## src/rmn_pkg.sv

```systemverilog
// Package with the types, constants and the median network of the filter.
package rmn_pkg;

    localparam int PIX_W    = 8;
    localparam int DIM_W    = 11;
    localparam int TAPS     = 9;
    localparam int MID_RANK = 4;

    // Register select, taken from address bit 2.
    localparam logic REG_ROWS = 1'b0;
    localparam logic REG_COLS = 1'b1;

    typedef logic [PIX_W-1:0] t_pix;
    typedef logic [DIM_W-1:0] t_dim;

    typedef struct packed {
        t_dim rows;
        t_dim cols;
    } t_dims;

    // The nine most recent pixels, newest in tap 0, and the end-of-frame mark.
    typedef struct packed {
        logic [TAPS-1:0][PIX_W-1:0] taps;
        logic                       last;
    } t_taps;

    // Nineteen compare-exchange steps; the true median ends up in rank four.
    function automatic t_pix median9(input logic [TAPS-1:0][PIX_W-1:0] v);
        t_pix t [TAPS];
        t_pix s;
        for (int k = 0; k < TAPS; k++) begin
            t[k] = v[k];
        end
        if (t[1] > t[2]) begin s = t[1]; t[1] = t[2]; t[2] = s; end
        if (t[4] > t[5]) begin s = t[4]; t[4] = t[5]; t[5] = s; end
        if (t[7] > t[8]) begin s = t[7]; t[7] = t[8]; t[8] = s; end
        if (t[0] > t[1]) begin s = t[0]; t[0] = t[1]; t[1] = s; end
        if (t[3] > t[4]) begin s = t[3]; t[3] = t[4]; t[4] = s; end
        if (t[6] > t[7]) begin s = t[6]; t[6] = t[7]; t[7] = s; end
        if (t[1] > t[2]) begin s = t[1]; t[1] = t[2]; t[2] = s; end
        if (t[4] > t[5]) begin s = t[4]; t[4] = t[5]; t[5] = s; end
        if (t[7] > t[8]) begin s = t[7]; t[7] = t[8]; t[8] = s; end
        if (t[0] > t[3]) begin s = t[0]; t[0] = t[3]; t[3] = s; end
        if (t[5] > t[8]) begin s = t[5]; t[5] = t[8]; t[8] = s; end
        if (t[4] > t[7]) begin s = t[4]; t[4] = t[7]; t[7] = s; end
        if (t[3] > t[6]) begin s = t[3]; t[3] = t[6]; t[6] = s; end
        if (t[1] > t[4]) begin s = t[1]; t[1] = t[4]; t[4] = s; end
        if (t[2] > t[5]) begin s = t[2]; t[2] = t[5]; t[5] = s; end
        if (t[4] > t[7]) begin s = t[4]; t[4] = t[7]; t[7] = s; end
        if (t[4] > t[2]) begin s = t[4]; t[4] = t[2]; t[2] = s; end
        if (t[6] > t[4]) begin s = t[6]; t[6] = t[4]; t[4] = s; end
        if (t[4] > t[2]) begin s = t[4]; t[4] = t[2]; t[2] = s; end
        return t[MID_RANK];
    endfunction

endpackage

```

## src/rmn_window.sv

```systemverilog
// Input stage: pixel window, row and column counters and the tap register.
module rmn_window #(
    parameter int MAX_ROWS = 1080,
    parameter int MAX_COLS = 1920
) (
    input  logic           i_clk,
    input  logic           i_rst_n,
    input  rmn_pkg::t_dims i_dims,
    input  logic           i_valid,
    output logic           o_ready,
    input  rmn_pkg::t_pix  i_pixel,
    output logic           o_valid,
    input  logic           i_ready,
    output rmn_pkg::t_taps o_taps
);
    import rmn_pkg::*;

    localparam logic [DIM_W:0] L_MAX_ROWS = (DIM_W+1)'(MAX_ROWS);
    localparam logic [DIM_W:0] L_MAX_COLS = (DIM_W+1)'(MAX_COLS);

    t_pix           r_window [TAPS-1];
    t_dim           r_col;
    t_dim           r_row;
    logic           r_valid;
    t_taps          r_taps;

    logic [DIM_W:0] rows_eff;
    logic [DIM_W:0] cols_eff;
    logic [DIM_W:0] col_inc;
    logic [DIM_W:0] row_inc;
    logic           row_end;
    logic           frame_end;
    logic           take;
    t_taps          n_taps;

    always_comb begin
        if (i_dims.rows == '0) begin
            rows_eff = (DIM_W+1)'(1);
        end else if ({1'b0, i_dims.rows} > L_MAX_ROWS) begin
            rows_eff = L_MAX_ROWS;
        end else begin
            rows_eff = {1'b0, i_dims.rows};
        end
        if (i_dims.cols == '0) begin
            cols_eff = (DIM_W+1)'(1);
        end else if ({1'b0, i_dims.cols} > L_MAX_COLS) begin
            cols_eff = L_MAX_COLS;
        end else begin
            cols_eff = {1'b0, i_dims.cols};
        end
    end

    assign col_inc   = {1'b0, r_col} + (DIM_W+1)'(1);
    assign row_inc   = {1'b0, r_row} + (DIM_W+1)'(1);
    assign row_end   = (col_inc >= cols_eff);
    assign frame_end = row_end && (row_inc >= rows_eff);

    assign o_ready = !r_valid || i_ready;
    assign take    = i_valid && o_ready;

    always_comb begin
        n_taps.taps[0] = i_pixel;
        for (int k = 1; k < TAPS; k++) begin
            n_taps.taps[k] = r_window[k-1];
        end
        n_taps.last = frame_end;
    end

    always_ff @(posedge i_clk) begin
        if (!i_rst_n) begin
            for (int k = 0; k < TAPS-1; k++) begin
                r_window[k] <= '0;
            end
            r_col   <= '0;
            r_row   <= '0;
            r_valid <= 1'b0;
        end else begin
            if (take) begin
                if (frame_end) begin
                    for (int k = 0; k < TAPS-1; k++) begin
                        r_window[k] <= '0;
                    end
                    r_col <= '0;
                    r_row <= '0;
                end else begin
                    for (int k = 0; k < TAPS-1; k++) begin
                        r_window[k] <= n_taps.taps[k];
                    end
                    if (row_end) begin
                        r_col <= '0;
                        r_row <= row_inc[DIM_W-1:0];
                    end else begin
                        r_col <= col_inc[DIM_W-1:0];
                    end
                end
                r_valid <= 1'b1;
            end else if (i_ready) begin
                r_valid <= 1'b0;
            end
        end
    end

    always_ff @(posedge i_clk) begin
        if (take) begin
            r_taps <= n_taps;
        end
    end

    assign o_valid = r_valid;
    assign o_taps  = r_taps;

endmodule

```

## src/rmn_median.sv

```systemverilog
// Output stage: median of the nine taps into the result register.
module rmn_median (
    input  logic           i_clk,
    input  logic           i_rst_n,
    input  logic           i_valid,
    output logic           o_ready,
    input  rmn_pkg::t_taps i_taps,
    output logic           o_valid,
    input  logic           i_ready,
    output rmn_pkg::t_pix  o_median,
    output logic           o_last
);
    import rmn_pkg::*;

    logic r_valid;
    t_pix r_median;
    logic r_last;
    logic take;

    assign o_ready = !r_valid || i_ready;
    assign take    = i_valid && o_ready;

    always_ff @(posedge i_clk) begin
        if (!i_rst_n) begin
            r_valid <= 1'b0;
        end else if (take) begin
            r_valid <= 1'b1;
        end else if (i_ready) begin
            r_valid <= 1'b0;
        end
    end

    always_ff @(posedge i_clk) begin
        if (take) begin
            r_median <= median9(i_taps.taps);
            r_last   <= i_taps.last;
        end
    end

    assign o_valid  = r_valid;
    assign o_median = r_median;
    assign o_last   = r_last;

endmodule

```

## src/running_median_of_nine.sv

```systemverilog
// Top level of the nine-tap running median filter with its register port.
//
//  Channel   | Direction | Signals                              | Word
//  ----------+-----------+--------------------------------------+---------------------------
//  s_axis    | in        | tvalid, tready, tdata[7:0]           | pixel_in
//  m_axis    | out       | tvalid, tready, tdata[7:0], tlast    | median_out, frame_last
//  apb       | in/out    | psel, penable, pwrite, paddr, pwdata | frame_rows @0, frame_cols @4
//
//  One word is accepted per clock while the output keeps taking words; each
//  word gives exactly one result word, through the tap register and then the
//  result register.  The rate is set by the median network between those two
//  registers, which handles one window per cycle.
//  Reset (synchronous, active low) clears the window, both counters and the
//  valid flags, and loads 1080 rows by 1920 columns.
//  A stall on the output holds the result word and backs up one stage at a
//  time; s_axis_tready is high whenever m_axis_tready is high.
module running_median_of_nine #(
    parameter int MAX_ROWS = 1080,
    parameter int MAX_COLS = 1920
) (
    input  logic        i_clk,
    input  logic        i_rst_n,
    // Pixel input.
    input  logic        s_axis_tvalid,
    output logic        s_axis_tready,
    input  logic [7:0]  s_axis_tdata,   // [7:0] pixel_in
    // Median output.
    output logic        m_axis_tvalid,
    input  logic        m_axis_tready,
    output logic [7:0]  m_axis_tdata,   // [7:0] median_out
    output logic        m_axis_tlast,   // frame_last
    // Register port.
    input  logic        psel,
    input  logic        penable,
    input  logic        pwrite,
    input  logic [2:0]  paddr,
    input  logic [31:0] pwdata,
    output logic [31:0] prdata,
    output logic        pready
);
    import rmn_pkg::*;

    t_dims r_dims;
    logic  cfg_write;
    logic  mid_valid;
    logic  mid_ready;
    t_taps mid_taps;

    // The register port never waits; a write lands on the access cycle.
    assign pready    = 1'b1;
    assign cfg_write = psel && penable && pwrite && pready;

    always_ff @(posedge i_clk) begin
        if (!i_rst_n) begin
            r_dims.rows <= DIM_W'(1080);
            r_dims.cols <= DIM_W'(1920);
        end else if (cfg_write) begin
            unique case (paddr[2])
                REG_ROWS: r_dims.rows <= pwdata[DIM_W-1:0];
                REG_COLS: r_dims.cols <= pwdata[DIM_W-1:0];
                default:  r_dims      <= r_dims;
            endcase
        end
    end

    // Reads return the raw stored value, not the clamped one.
    always_comb begin
        unique case (paddr[2])
            REG_ROWS: prdata = {{(32-DIM_W){1'b0}}, r_dims.rows};
            REG_COLS: prdata = {{(32-DIM_W){1'b0}}, r_dims.cols};
            default:  prdata = '0;
        endcase
    end

    // First stage: the new pixel joins the eight stored ones, and the
    // counters decide whether this is the final pixel of the frame, in
    // which case the window is cleared behind it.
    rmn_window #(
        .MAX_ROWS (MAX_ROWS),
        .MAX_COLS (MAX_COLS)
    ) u_window (
        .i_clk   (i_clk),
        .i_rst_n (i_rst_n),
        .i_dims  (r_dims),
        .i_valid (s_axis_tvalid),
        .o_ready (s_axis_tready),
        .i_pixel (s_axis_tdata),
        .o_valid (mid_valid),
        .i_ready (mid_ready),
        .o_taps  (mid_taps)
    );

    // Second stage: the sorting network picks the median of the taps.
    rmn_median u_median (
        .i_clk    (i_clk),
        .i_rst_n  (i_rst_n),
        .i_valid  (mid_valid),
        .o_ready  (mid_ready),
        .i_taps   (mid_taps),
        .o_valid  (m_axis_tvalid),
        .i_ready  (m_axis_tready),
        .o_median (m_axis_tdata),
        .o_last   (m_axis_tlast)
    );

endmodule

```

## config.mk

```make
export PLATFORM = sky130hd
export DESIGN_NAME = running_median_of_nine
export DESIGN_NICKNAME = d
export VERILOG_FILES = /design/src/rmn_pkg.sv /design/src/rmn_window.sv /design/src/rmn_median.sv /design/src/running_median_of_nine.sv
export SDC_FILE = /design/constraint.sdc
export NUM_CORES = 1
export LEC_CHECK = 0
export BUFFER_PORTS_ARGS = -buffer_cell sky130_fd_sc_hd__buf_2
export CELL_PAD_IN_SITES_DETAIL_PLACEMENT = 1
export CELL_PAD_IN_SITES_GLOBAL_PLACEMENT = 1
export CORE_UTILIZATION = 49
export DETAILED_ROUTE_END_ITERATION = 8
export GPL_TIMING_DRIVEN = 0
export PLACE_DENSITY_LB_ADDON = 0.25
export SETUP_SLACK_MARGIN = 0.5
export SLEW_MARGIN = 0
export SYNTH_ARGS = -nofsm -noshare
export SYNTH_HDL_FRONTEND = slang
export SYNTH_SLANG_ARGS = --single-unit
```

## constraint.sdc

```tcl
create_clock -name i_clk -period 25.2 [get_ports i_clk]
set_clock_uncertainty 0.2 [all_clocks]
set_input_delay 1.26 -clock i_clk [delete_from_list [all_inputs] [get_ports i_clk]]
set_output_delay 1.26 -clock i_clk [all_outputs]
set_load 0.01 [all_outputs]
```

==> summary.md <==
| Metric | Value |
|---|---|
| Number of antenna violations at the first check in global routing | `1` |
| Top-count cell post-synth | `sky130_fd_sc_hd__ha_1` |
| CTS root buf | `sky130_fd_sc_hd__clkbuf_16` |
| Count of routing violations after the opening detailed-route iteration | `630` |
| Via count of the first global-routing pass | `12500` |
| Total CTS buffers | `17` |
| Synth Flop Type | `sky130_fd_sc_hd__edfxtp_1` |
| Wire length per cell after detailed routing | `20.2 µm` |
| Final layout net count | `1870` |
| Total detailed-routing wirelength | `41400 µm` |
| Remaining antenna violation count after routing | `0` |
| Number of placement rows | `62` |
| Pin count of the biggest net entering global routing | `43` |
| RSZ-0062 raised after global routing | `false` |
| Reg2reg setup slack | `3650 ps` |
| Parity-gate share of the synthesized area counting xor and xnor cells | `1.14%` |
| CTS sink cnt | `192` |
| Buffers and inverters on the worst path | `17` |
| Via total after detailed routing | `11900` |
| Die outline height | `174 µm` |
| Proportion of netlist area held by the largest area contributor | `28.5%` |
| Count of buffers inserted at the top-level ports | `47` |
| Initial core utilization | `50.3%` |
| Nature of the critical path endpoint | `flip-flop` |
| Top delay family on crit path | `compound AO/OA/AOI/OAI gates` |
| Maximum fanout along the worst path | `10` |
| Library cell appearing most often on the critical path | `sky130_fd_sc_hd__a21oi_1` |
| Slew Limit Fails | `0` |
| Setup tns final | `0 ps` |
| Combinational family with the most area after synthesis | `simple AND/OR/NAND/NOR gates` |
| Transition at the pin with the smallest max-transition slack | `1020 ps` |
| Number of gates resized after cts | `0` |
| Count of hold-fix buffers inserted at cts | `0` |
| Commonest cells post-synth | `sky130_fd_sc_hd__ha_1 (171), sky130_fd_sc_hd__nand2_1 (148), sky130_fd_sc_hd__inv_1 (145)` |
| Finish-stage setup viols | `0` |
| GRT Util Overall | `27.8%` |
| First-pass GRT wire length | `66100 µm` |
| Placer's final routability congestion estimate | `0.927` |
| Mux cell area share after synthesis | `10.0%` |
| Number of optimization iterations in the first detailed-route pass | `5` |
| Chip width | `174 µm` |
| Adder and majority cell fraction of the synthesized area | `14.9%` |
| MaxCap Viol Count | `0` |
| Clock period minus final worst setup slack | `21550 ps` |
| Worst hold path type | `reg2reg` |
| Result of the run | `finished, final reports clean` |
| Total congestion overflow after global routing | `0` |
| Routing layer with the top usage in global route | `met2` |
| Core area | `0.0289 mm²` |
| CTS tree | `yes` |
| Period utilization | `85.5%` |
| Largest area contributor in the synthesized netlist | `sky130_fd_sc_hd__edfxtp_1` |
| Fmax | `46.4 MHz` |
| Number of instances in the synthesized netlist | `1561` |
| Critical-path top delay cell | `sky130_fd_sc_hd__o31ai_1` |
| Area of the mapped netlist | `0.0146 mm²` |
| CP Data Required Time | `25250 ps` |
| Maximum buffer depth of the clock tree | `2` |
| Setup Buffers After CTS | `0` |
| Number of placed I/O pins | `94` |
| Share of synthesized flip-flops with an asynchronous set or reset | `0%` |
| Type of the worst setup path | `reg2reg` |
| Count of final hold-check violations | `0` |
| Total of warnings raised by yosys | `0` |
| Fraction of layout instances using a drive strength above 1 | `10.6%` |
| DR vias/cell | `5.83` |
| Kind of start point of the critical path | `flip-flop` |
| Post-synthesis simple-gate area fraction | `16.4%` |
| Synthesis-to-layout area growth | `9.68%` |
| Arrival time of the worst setup path | `21600 ps` |
| Share of synthesized area occupied by flip-flops and latches | `35.9%` |
| Maximum single-stage delay on the critical path | `800 ps` |
| Compound-gate portion of the synthesized area | `15.2%` |
| Maximum level of the CTS H-tree | `4` |
| Final HPWL DP | `33300 µm` |
| Fraction of met1 tracks used by global routing | `34.2%` |
| Global routing met2 resource utilization | `50.4%` |
| CTS clk-pin slew, worst paths | `70 ps` |
| Remaining design rule violation count | `0` |
| Worst rel slew slack | `31.6%` |
| Area of the die | `0.0304 mm²` |
| EDFF count, synth | `138` |
| Met3 demand-to-capacity share in global routing | `3.17%` |
| Diode count | `0` |
| Mean Syn Cell Area | `9.33 µm²` |
| Number of flip-flops and latches in the synthesized netlist | `192` |
| Worst skew pair latency | `450 ps` |
| Number of distinct library cell variants in the gate-level netlist after synthesis | `77` |
| Top post-synthesis cells by area | `sky130_fd_sc_hd__edfxtp_1 (28%), sky130_fd_sc_hd__ha_1 (15%), sky130_fd_sc_hd__dfxtp_1 (7.4%)` |
## per-stage QoR
| stage | setup slack [ps] | cells | utilization (%) | hold slack (ps) | cell area (µm²) |
|---|---|---|---|---|---|
| after floorplan | 7570 | 1581 | - | 200 | 14600 |
| after detailed placement | 3740 | 2014 | 53.2 | 215 | 15400 |
| after global placement | 4500 | 2012 | 53.1 | 201 | 15400 |
| after CTS | 3740 | 2046 | 55.2 | 229 | 16000 |
| after global routing | 2080 | 2046 | 55.2 | 237 | 16000 |
| final | 3650 | 2046 | 55.2 | 234 | 16000 |
## routing by layer
metal	share of wire, %	wire length [µm]	up-vias
met2	52	21400	188
met5	0	0	-
met1	43	18000	5949
met3	2.5	1040	67
li1	-	-	5728
met4	2.4	978	0
## final timing paths
path | startpoint | endpoint | depth (start not counted)
worst max-delay path | u_window.o_taps[34] | u_median.o_median[1] | 92
worst min-delay path | u_window.r_window[7][4] | u_window.o_taps[69] | 0
worst min register to register | u_window.r_window[7][4] | u_window.o_taps[69] | 0
worst max register to register | u_window.o_taps[34] | u_median.o_median[1] | 92
## layout by cell type, fill, tap and decap left out, types with 5 or more instances in the layout
cell type	instances
sky130_fd_sc_hd__mux2i_1	103
sky130_fd_sc_hd__and2_1	61
sky130_fd_sc_hd__edfxtp_1	138
sky130_fd_sc_hd__and3_1	11
sky130_fd_sc_hd__nor2b_1	22
sky130_fd_sc_hd__nand2b_1	22
sky130_fd_sc_hd__or3b_2	10
sky130_fd_sc_hd__a21o_1	39
sky130_fd_sc_hd__o21ai_0	65
sky130_fd_sc_hd__o22ai_1	8
sky130_fd_sc_hd__clkbuf_16	17
sky130_fd_sc_hd__a221oi_2	6
sky130_fd_sc_hd__xor2_1	8
sky130_fd_sc_hd__mux2_2	37
sky130_fd_sc_hd__clkbuf_1	45
sky130_fd_sc_hd__buf_1	5
sky130_fd_sc_hd__a21boi_0	33
sky130_fd_sc_hd__buf_2	50
sky130_fd_sc_hd__a211oi_1	5
sky130_fd_sc_hd__o211ai_1	8
sky130_fd_sc_hd__o31ai_1	6
sky130_fd_sc_hd__conb_1	22
sky130_fd_sc_hd__dfxtp_1	54
sky130_fd_sc_hd__nand4_1	30
sky130_fd_sc_hd__buf_4	23
sky130_fd_sc_hd__a21oi_1	98
sky130_fd_sc_hd__xnor2_1	11
sky130_fd_sc_hd__inv_6	5
sky130_fd_sc_hd__nor3_1	16
sky130_fd_sc_hd__nor2_1	92
sky130_fd_sc_hd__inv_1	144
sky130_fd_sc_hd__ha_1	171
sky130_fd_sc_hd__nand2_1	148
sky130_fd_sc_hd__o21a_1	20
sky130_fd_sc_hd__nand3_1	43
## registers in the layout, summed over array words and instances, names as in the netlist
register           cells
u_median.o_valid       1
u_window.r_col        11
r_dims                22
u_window.o_valid       1
u_window.o_taps       73
u_median.o_median      8
u_median.o_last        1
u_window.r_window     64
u_window.r_row        11
## kinds of logic after synthesis
kind of cell / count (synthesis)
buf+inv: 223
compound gates: 333
flops: 192
fa+ha+maj: 174
other cells: 2
mux: 141
simple gates: 477
xor+xnor: 19
## cell type report
class	instances	area (µm²)
clock buffers	20	457
repair buffers	49	275
well taps	384	480
inverters	145	544
clock inverters	12	119
fillers	3371	13000
multi-input cells	1166	8470
plain buffers	78	402
flip-flops and latches	192	5230
Power is not shown: default switching activity piles up to over one toggle a cycle in this logic, so the estimate is an artifact.
